$ cat config.mk
export PLATFORM = sky130hd
export DESIGN_NAME = ternary_cube_match_scorer_unit
export DESIGN_NICKNAME = d
export VERILOG_FILES = /design/src/hdl/tcms_pkg.sv /design/src/hdl/tcms_ctrl.sv /design/src/hdl/tcms_dpath.sv /design/src/hdl/ternary_cube_match_scorer_unit.sv
export SDC_FILE = /design/constraint.sdc
export NUM_CORES = 2
export LEC_CHECK = 0
export ABC_AREA = 1
export BUFFER_PORTS_ARGS = -buffer_cell sky130_fd_sc_hd__buf_2
export CORE_ASPECT_RATIO = 1.4
export CORE_MARGIN = 8
export CORE_UTILIZATION = 28
export DETAILED_ROUTE_END_ITERATION = 8
export HOLD_SLACK_MARGIN = 0.12
export MAX_ROUTING_LAYER = met4
export PLACE_DENSITY = 0.38
export SLEW_MARGIN = 20
export SYNTH_ARGS = -nofsm -noshare
export SYNTH_HDL_FRONTEND = slang
export SYNTH_SLANG_ARGS = --single-unit
$ cat constraint.sdc
create_clock -name i_clk -period 6.1 [get_ports i_clk]
set_input_delay 0.61 -clock i_clk [delete_from_list [all_inputs] [get_ports i_clk]]
set_output_delay 0.61 -clock i_clk [all_outputs]
set_load 0.03 [all_outputs]
$ cat src/hdl/tcms_pkg.sv
`timescale 1ns / 1ps
// Shared types, constants and helper functions for the ternary cube match scorer.
// No dependencies; used by tcms_ctrl, tcms_dpath and the top level.
package tcms_pkg;

    // Input positions in use and output value bits carried by the block.
    localparam int NIN       = 16;
    localparam int NOUT      = 8;
    localparam int CUBES_DEF = 64;

    localparam int         IN_LIM   = (NIN < 16) ? NIN : 16;
    localparam logic [7:0] VAL_MASK = (NOUT >= 8) ? 8'hFF : 8'((1 << NOUT) - 1);

    localparam logic [4:0] ACTIVE_RST = 5'd16;

    // Item kinds.
    localparam logic KIND_LOAD  = 1'b0;
    localparam logic KIND_QUERY = 1'b1;

    // Result status codes.
    localparam logic [1:0] ST_OK       = 2'd0;
    localparam logic [1:0] ST_CONFLICT = 2'd1;
    localparam logic [1:0] ST_FULL     = 2'd2;
    localparam logic [1:0] ST_ZERO     = 2'd3;

    typedef enum logic [1:0] {
        S_IDLE,
        S_SCAN,
        S_FINISH
    } t_state;

    typedef struct packed {
        logic [15:0] care;
        logic [15:0] bits;
        logic [7:0]  value;
    } t_cube;

    // Controller to datapath.
    typedef struct packed {
        logic load_item;
        logic rd_issue;
        logic finish;
    } t_cmd;

    // Datapath to controller.
    typedef struct packed {
        logic rd_done;
        logic out_free;
    } t_sts;

    // Mask of the active input positions; 0 counts as 1, clamp at the limit.
    function automatic logic [15:0] active_mask(input logic [4:0] act);
        logic [4:0]  n;
        logic [15:0] m;
        n = act;
        if (n == 5'd0) begin
            n = 5'd1;
        end
        if (n > 5'(IN_LIM)) begin
            n = 5'(IN_LIM);
        end
        for (int p = 0; p < 16; p++) begin
            m[p] = (5'(p) < n);
        end
        return m;
    endfunction

endpackage

$ cat src/hdl/tcms_ctrl.sv
`timescale 1ns / 1ps
// Controller state machine for the ternary cube match scorer.
// Depends on tcms_pkg; drives the load, scan and finish commands of tcms_dpath.
module tcms_ctrl (
    input  logic          i_clk,
    input  logic          i_rst_n,
    input  logic          i_in_valid,
    input  tcms_pkg::t_sts i_sts,
    output tcms_pkg::t_cmd o_cmd,
    output logic          o_in_stall
);
    import tcms_pkg::*;

    t_state r_state;
    t_state n_state;

    always_ff @(posedge i_clk) begin
        if (!i_rst_n) begin
            r_state <= S_IDLE;
        end else begin
            r_state <= n_state;
        end
    end

    always_comb begin
        n_state    = r_state;
        o_cmd      = '0;
        o_in_stall = 1'b1;
        unique case (r_state)
            S_IDLE: begin
                o_in_stall = 1'b0;
                if (i_in_valid) begin
                    o_cmd.load_item = 1'b1;
                    n_state         = S_SCAN;
                end
            end
            S_SCAN: begin
                // one table entry read per cycle; last compare lands as we leave
                if (!i_sts.rd_done) begin
                    o_cmd.rd_issue = 1'b1;
                end else begin
                    n_state = S_FINISH;
                end
            end
            S_FINISH: begin
                // hold until the output register can take the result
                if (i_sts.out_free) begin
                    o_cmd.finish = 1'b1;
                    n_state      = S_IDLE;
                end
            end
            default: begin
                n_state = S_IDLE;
            end
        endcase
    end

    a_finish_free: assert property (@(posedge i_clk) disable iff (!i_rst_n)
        o_cmd.finish |-> i_sts.out_free)
        else $error("finish issued while output register busy");

endmodule

$ cat src/hdl/tcms_dpath.sv
`timescale 1ns / 1ps
// Datapath of the ternary cube match scorer: cube table memory, scan compare,
// counters, configuration register and output register. Depends on tcms_pkg.
module tcms_dpath #(
    parameter int CUBES = tcms_pkg::CUBES_DEF
) (
    input  logic           i_clk,
    input  logic           i_rst_n,
    input  tcms_pkg::t_cmd i_cmd,
    output tcms_pkg::t_sts o_sts,
    input  logic           i_cfg_wen,
    input  logic [4:0]     i_cfg_wdata,
    input  logic           i_kind,
    input  logic [15:0]    i_care_mask,
    input  logic [15:0]    i_pattern_bits,
    input  logic [7:0]     i_value,
    output logic           o_out_valid,
    input  logic           i_out_stall,
    output logic [1:0]     o_status,
    output logic [7:0]     o_found_value,
    output logic           o_agree,
    output logic [15:0]    o_agree_count,
    output logic [15:0]    o_query_count
);
    import tcms_pkg::*;

    localparam int AW = $clog2(CUBES);
    localparam int CW = $clog2(CUBES + 1);

    t_cube mem [CUBES];

    // control state
    logic [4:0]    r_active;
    logic [CW-1:0] r_used;
    logic [CW-1:0] r_idx;
    logic          r_rd_vld;
    logic          r_hit;
    logic          r_out_valid;
    logic [15:0]   r_agree_total;
    logic [15:0]   r_query_total;

    // item and scan payload
    logic          r_kind;
    logic [15:0]   r_am;
    logic [15:0]   r_care;
    logic [15:0]   r_bits;
    logic [7:0]    r_val;
    t_cube         r_rd_data;
    logic          r_conflict;
    logic [15:0]   r_best;
    logic [7:0]    r_found;

    logic [1:0]    r_out_status;
    logic [7:0]    r_out_found;
    logic          r_out_agree;

    logic [15:0]   am_in;
    logic [15:0]   care_in;
    logic [15:0]   c_ent;
    logic          match_q;
    logic          match_l;
    logic          full;

    logic [1:0]    n_status;
    logic [7:0]    n_found;
    logic          n_agree;
    logic          wr_en;
    logic [15:0]   n_agree_total;
    logic [15:0]   n_query_total;

    assign am_in   = active_mask(r_active);
    assign care_in = i_care_mask & am_in;

    assign c_ent   = r_rd_data.care & r_am;
    assign match_q = ((r_rd_data.bits ^ r_bits) & c_ent) == 16'd0;
    assign match_l = (r_rd_data.care == r_care) && (r_rd_data.bits == r_bits);
    assign full    = (r_used == CW'(CUBES));

    assign o_sts.rd_done  = (r_idx == r_used);
    assign o_sts.out_free = !r_out_valid || !i_out_stall;

    always_comb begin
        n_status      = ST_OK;
        n_found       = 8'd0;
        n_agree       = 1'b0;
        wr_en         = 1'b0;
        n_agree_total = r_agree_total;
        n_query_total = r_query_total;
        if (r_kind == KIND_LOAD) begin
            if (r_val == 8'd0) begin
                n_status = ST_ZERO;
            end else if (r_hit) begin
                n_status = r_conflict ? ST_CONFLICT : ST_OK;
            end else if (full) begin
                n_status = ST_FULL;
            end else begin
                wr_en = 1'b1;
            end
        end else begin
            n_found = r_hit ? r_found : 8'd0;
            n_agree = (n_found == r_val);
            if (r_query_total != 16'hFFFF) begin
                n_query_total = r_query_total + 16'd1;
            end
            if (n_agree && (r_agree_total != 16'hFFFF)) begin
                n_agree_total = r_agree_total + 16'd1;
            end
        end
    end

    always_ff @(posedge i_clk) begin
        if (!i_rst_n) begin
            r_active      <= ACTIVE_RST;
            r_used        <= '0;
            r_idx         <= '0;
            r_rd_vld      <= 1'b0;
            r_hit         <= 1'b0;
            r_out_valid   <= 1'b0;
            r_agree_total <= '0;
            r_query_total <= '0;
        end else begin
            if (i_cfg_wen) begin
                r_active <= i_cfg_wdata;
            end
            r_rd_vld <= i_cmd.rd_issue;
            if (i_cmd.load_item) begin
                r_idx <= '0;
                r_hit <= 1'b0;
            end else begin
                if (i_cmd.rd_issue) begin
                    r_idx <= r_idx + CW'(1);
                end
                if (r_rd_vld) begin
                    if (r_kind == KIND_LOAD) begin
                        if (match_l) begin
                            r_hit <= 1'b1;
                        end
                    end else if (match_q) begin
                        r_hit <= 1'b1;
                    end
                end
            end
            if (i_cmd.finish) begin
                r_out_valid   <= 1'b1;
                r_agree_total <= n_agree_total;
                r_query_total <= n_query_total;
                if (wr_en) begin
                    r_used <= r_used + CW'(1);
                end
            end else if (!i_out_stall) begin
                r_out_valid <= 1'b0;
            end
        end
    end

    always_ff @(posedge i_clk) begin
        if (i_cmd.load_item) begin
            r_kind     <= i_kind;
            r_am       <= am_in;
            r_care     <= care_in;
            r_val      <= i_value & VAL_MASK;
            // query keeps the pattern; a load keeps only its fixed bits
            r_bits     <= (i_kind == KIND_LOAD) ? (i_pattern_bits & care_in)
                                                : (i_pattern_bits & am_in);
            r_conflict <= 1'b0;
            r_best     <= '0;
            r_found    <= '0;
        end else if (r_rd_vld) begin
            if (r_kind == KIND_LOAD) begin
                // first identical cube decides
                if (!r_hit && match_l) begin
                    r_conflict <= (r_rd_data.value != r_val);
                end
            end else if (match_q && (!r_hit || (c_ent > r_best))) begin
                r_best  <= c_ent;
                r_found <= r_rd_data.value;
            end
        end
        if (i_cmd.finish) begin
            r_out_status <= n_status;
            r_out_found  <= n_found;
            r_out_agree  <= n_agree;
        end
    end

    always_ff @(posedge i_clk) begin
        if (i_cmd.rd_issue) begin
            r_rd_data <= mem[r_idx[AW-1:0]];
        end
        if (i_cmd.finish && wr_en) begin
            mem[r_used[AW-1:0]] <= '{care: r_care, bits: r_bits, value: r_val};
        end
    end

    assign o_out_valid   = r_out_valid;
    assign o_status      = r_out_status;
    assign o_found_value = r_out_found;
    assign o_agree       = r_out_agree;
    assign o_agree_count = r_agree_total;
    assign o_query_count = r_query_total;

    a_idx_in_range: assert property (@(posedge i_clk) disable iff (!i_rst_n)
        r_idx <= r_used)
        else $error("scan index beyond table fill");

    a_used_bound: assert property (@(posedge i_clk) disable iff (!i_rst_n)
        r_used <= CW'(CUBES))
        else $error("table fill count beyond depth");

    a_agree_le_query: assert property (@(posedge i_clk) disable iff (!i_rst_n)
        r_agree_total <= r_query_total)
        else $error("agree count exceeds query count");

endmodule

$ cat src/hdl/ternary_cube_match_scorer_unit.sv
`timescale 1ns / 1ps
// Ternary cube match scorer, top level.
// Input channel (i_in_valid / o_in_stall) carries load and query items: a load
// stores a cube (care mask, fixed bits, value) in the table, a query looks up
// the highest-priority matching cube for a pattern and scores it against the
// expected value. Output channel (o_out_valid / i_out_stall) returns one
// result item per input item. i_cfg_wen / i_cfg_wdata set the active input
// count; write it only while the block is idle.
// An item is scanned against every cube currently stored (up to CUBES): the
// scan reads one table entry per cycle through the single memory read port.
// The next item is accepted in the cycle after the result is loaded, so the
// block does not take a new item before it is through with the last one.
// A result waiting in the output register does not block acceptance of the
// next item; only when a finished result finds the register still stalled
// does the block hold it, and new input stalls until the register frees.
// Reset empties the table, clears both counters and sets the active count
// to 16; no clearing pass runs.
// Depends on tcms_pkg, tcms_ctrl and tcms_dpath.
module ternary_cube_match_scorer_unit #(
    parameter int CUBES = tcms_pkg::CUBES_DEF
) (
    input  logic        i_clk,
    input  logic        i_rst_n,
    input  logic        i_cfg_wen,
    input  logic [4:0]  i_cfg_wdata,
    input  logic        i_in_valid,
    output logic        o_in_stall,
    input  logic        i_kind,
    input  logic [15:0] i_care_mask,
    input  logic [15:0] i_pattern_bits,
    input  logic [7:0]  i_value,
    output logic        o_out_valid,
    input  logic        i_out_stall,
    output logic [1:0]  o_status,
    output logic [7:0]  o_found_value,
    output logic        o_agree,
    output logic [15:0] o_agree_count,
    output logic [15:0] o_query_count
);
    import tcms_pkg::*;

    t_cmd cmd;
    t_sts sts;

    tcms_ctrl u_ctrl (
        .i_clk      (i_clk),
        .i_rst_n    (i_rst_n),
        .i_in_valid (i_in_valid),
        .i_sts      (sts),
        .o_cmd      (cmd),
        .o_in_stall (o_in_stall)
    );

    tcms_dpath #(
        .CUBES (CUBES)
    ) u_dpath (
        .i_clk          (i_clk),
        .i_rst_n        (i_rst_n),
        .i_cmd          (cmd),
        .o_sts          (sts),
        .i_cfg_wen      (i_cfg_wen),
        .i_cfg_wdata    (i_cfg_wdata),
        .i_kind         (i_kind),
        .i_care_mask    (i_care_mask),
        .i_pattern_bits (i_pattern_bits),
        .i_value        (i_value),
        .o_out_valid    (o_out_valid),
        .i_out_stall    (i_out_stall),
        .o_status       (o_status),
        .o_found_value  (o_found_value),
        .o_agree        (o_agree),
        .o_agree_count  (o_agree_count),
        .o_query_count  (o_query_count)
    );

endmodule

==> results.toml <==
[logic_synthesis]
muxShareOfSynthArea_pct = 0
synthAdderAreaFrac_pct = 0.240
yosys.area.top_type = "edfxtp_1"
async_flop_share_pct = 0
synthXorXnorAreaFrac_pct = 0.416
synth-compound-area-share_pct = 10.9
yosysWarnings = 0
ys_ff_latch = 2749
syn_area_um2 = 109000
synth_top_family_by_area = "compound AO/OA/AOI/OAI gates"
synth-simple-area-share_pct = 10.6
synth.top_cell.area_share_pct = 73.2
ys_types = 45
syn_nets = 8656
synthesis.instances = 8584
seq_area_frac_synth_pct = 74.7
synth_edf_count = 2668
avgSynthCellArea_um2 = 12.7
yosys-top-cells-area = "edfxtp_1, nor2_1, o21ai_0"
ys.flop_type = "edfxtp_1"

[route]
initialDrtViolationCount = 5840
post_drt_wl_per_cell_um = 26.8
dr.pass1.iters = 6
ant_nets = 0
viasPerCell = 4.95
routed_wl_mm = 379
drc = 0
via_count = 69902

[timing]
layout_setup_ws_ns = 1.53
clock.fmax_mhz = 219
fin_crit_ns = 4.57
tightestPinTransition_ns = 1.15
slew_violations = 0
hold_slack_ns = 0.230
rsz0062_at_grt = "no"
slew_headroom_pct = 23.0
hold_violations = 0
setup-tns-final_ns = 0
finalSetupViolCount = 0
clock_skew_ns = 0.0658
post-route-period-util_pct = 74.8

[setup_path]
critPathRequiredTime_ns = 6.64
path_max_fanout = 21
end_kind = "flop"
critPathKind = "reg -> reg"
cp.arrival_ns = 5.10
rrSetupSlack_ns = 1.53
start_kind = "flop"
reg2regPathDepth = 9

[layout]
nets = 8788
synthToLayoutAreaGrowth_pct = 15.4
layout-drive-gt1-share_pct = 9.35

[floorplan]
ioPinCount = 96
coreArea_um2 = 389000
rows = 271
start_util_pct = 28.1
dieArea_um2 = 411000
die_y_um = 756
die_w_um = 544

[clock_network]
cts_buffer_depth = 4
cts_resized = 0
cts_sinks = 2749
clk_latency_ns = 0.90
cts_buffers = 294
clkTransAtPathRegs_ns = 0.06
cts_tree = "yes"
root_buffer = "clkbuf_16"
ctsHtreeMaxLevel = 5

[outcome]
status = "completed"

[grt]
grt_pass1_vias = 68458
track_usage_pct = 18.3
grt_pass1_wl_mm = 532
grt_max_degree = 145
antenna_found_initial = 25
overflow = 0

[power_and_ir_drop]
p_leak_nw = 40.8
vdd_drop_max_uv = 210
power_density_nw_per_um2 = 314

[placed_design]
dp_slack_ns = 1.61
port_buffers = 95
dpl.hpwl_mm = 225
gp_congestion = 0.822

[min_path]
hold_depth = 3
holdCritPathClass = "in -> reg"

[flow_run]
cap_violations = 0
path summary, 6_finish.rpt:
kind                                                 from                   endpoint
worst min register to register  u_dpath.o_agree_count[15]  u_dpath.o_agree_count[15]
worst max register to register          u_dpath.r_used[3]        u_dpath.mem[36][32]
worst min-delay path                   i_pattern_bits[14]         u_dpath.r_bits[14]
worst max-delay path                    u_dpath.r_used[3]        u_dpath.mem[36][32]
state kept, by name, summed over array words and instances (netlist names), 7 cells and up:
name / flops
u_dpath.r_bits: 16
u_dpath.r_care: 16
u_dpath.o_found_value: 8
u_dpath.r_rd_data: 40
u_dpath.r_used: 7
u_dpath.mem: 2560
u_dpath.r_am: 16
u_dpath.o_query_count: 16
u_dpath.r_idx: 7
u_dpath.o_agree_count: 16
u_dpath.r_found: 8
u_dpath.r_val: 8
u_dpath.r_best: 16
what timing repair did:
| item | CTS | global route |
|---|---|---|
| hold buffers | 54 | 0 |
| endpoints found under the hold margin | 45 | 0 |
| buffers inserted | 0 | 0 |
synth_stat cells, types with 2 or more instances:
cell type  number
o221ai_1       34
clkbuf_1      316
buf_4          31
ha_1           21
clkinv_1        2
a21oi_1       162
nor3_1         14
nand3_1       413
o211ai_1      282
and2_1          3
or2_2           4
edfxtp_1     2668
nor2_2          2
o21ai_0      1295
nor2_1       1756
xor2_1         31
nand2_2         2
buf_1          34
nand3b_1       10
xnor2_1        21
o21bai_1        5
inv_2           7
buf_6          36
o21ai_1        21
nand2_1       621
nor4_1          4
o22ai_1       335
nand4_1        44
dfxtp_1        81
nand4_2         2
buf_2         149
inv_1         165
layout by cell type, fill, tap and decap left out, types with 7 or more instances in the layout:
master,n
a21oi_1,162
buf_12,38
buf_2,95
buf_4,216
bufinv_16,19
clkbuf_1,57
clkbuf_16,302
clkinv_1,69
clkinv_2,44
clkinvlp_4,10
dfxtp_1,77
diode_2,8
dlygate4sd3_1,54
edfxtp_1,2668
ha_1,21
inv_1,159
inv_2,8
inv_6,7
nand2_1,620
nand3_1,413
nand3b_1,10
nand4_1,44
nor2_1,1693
nor2_4,64
nor3_1,13
o211ai_1,282
o21ai_0,1295
o21ai_1,21
o221ai_1,34
o22ai_1,335
xnor2_1,21
xor2_1,31
layer usage:
layer  vias to the layer above  share of wire (%)  GRT usage (%)
met5                         -                  0              -
met4                         0                2.1           3.75
met3                       390                4.4           1.87
met2                      1773                 51           31.8
met1                     36001                 42           23.1
li1                      31738                  -              -
critical path, cell delays in order (launching register included):
cell	delay, ns
dfxtp_1	0.49
inv_1	0.18
nand2_2	0.38
nor2_1	0.20
nor4_1	0.25
nand2_1	0.39
nor2_1	0.38
nand2_1	0.67
nor2_4	0.96
buf_12	0.26
area by class of cell:
type	instances	area (µm²)
fillers	38621	263000
flip-flops and latches	2749	81800
multi-input cells	5094	24800
clock buffers	361	7800
well taps	5187	6490
repair buffers	403	3400
clock inverters	153	1250
inverters	174	693
diodes	8	20.0
power by group:
group,total [mW],internal [mW],switching [mW]
Clock,17.4,9.88,7.55
Combinational,1.21,0.205,1.01
Sequential,21.0,20.9,0.0514
logic make-up (layout without fill, tap and decap cells):
family,after synthesis,count (layout)
and+or+nand+nor,2882,2882
buffers and inverters,741,1091
DFF,2749,2749
xor gates and xnor gates,52,52
adders and majority gates,21,21
other,1,9
AOI/OAI and AO/OA,2138,2138
metrics by stage:
step | power (mW) | area, µm² | util (%) | std cells
floorplan | 21.9 | 109000 | - | 8584
global placement | 22.6 | 117000 | 30.0 | 13553
detailed placement | 22.6 | 117000 | 30.0 | 13553
CTS | 40.1 | 126000 | 32.4 | 14121
global route | 40.8 | 126000 | 32.4 | 14122
finish | 39.6 | 126000 | 32.4 | 14129
(Power assumes the default switching activity.)
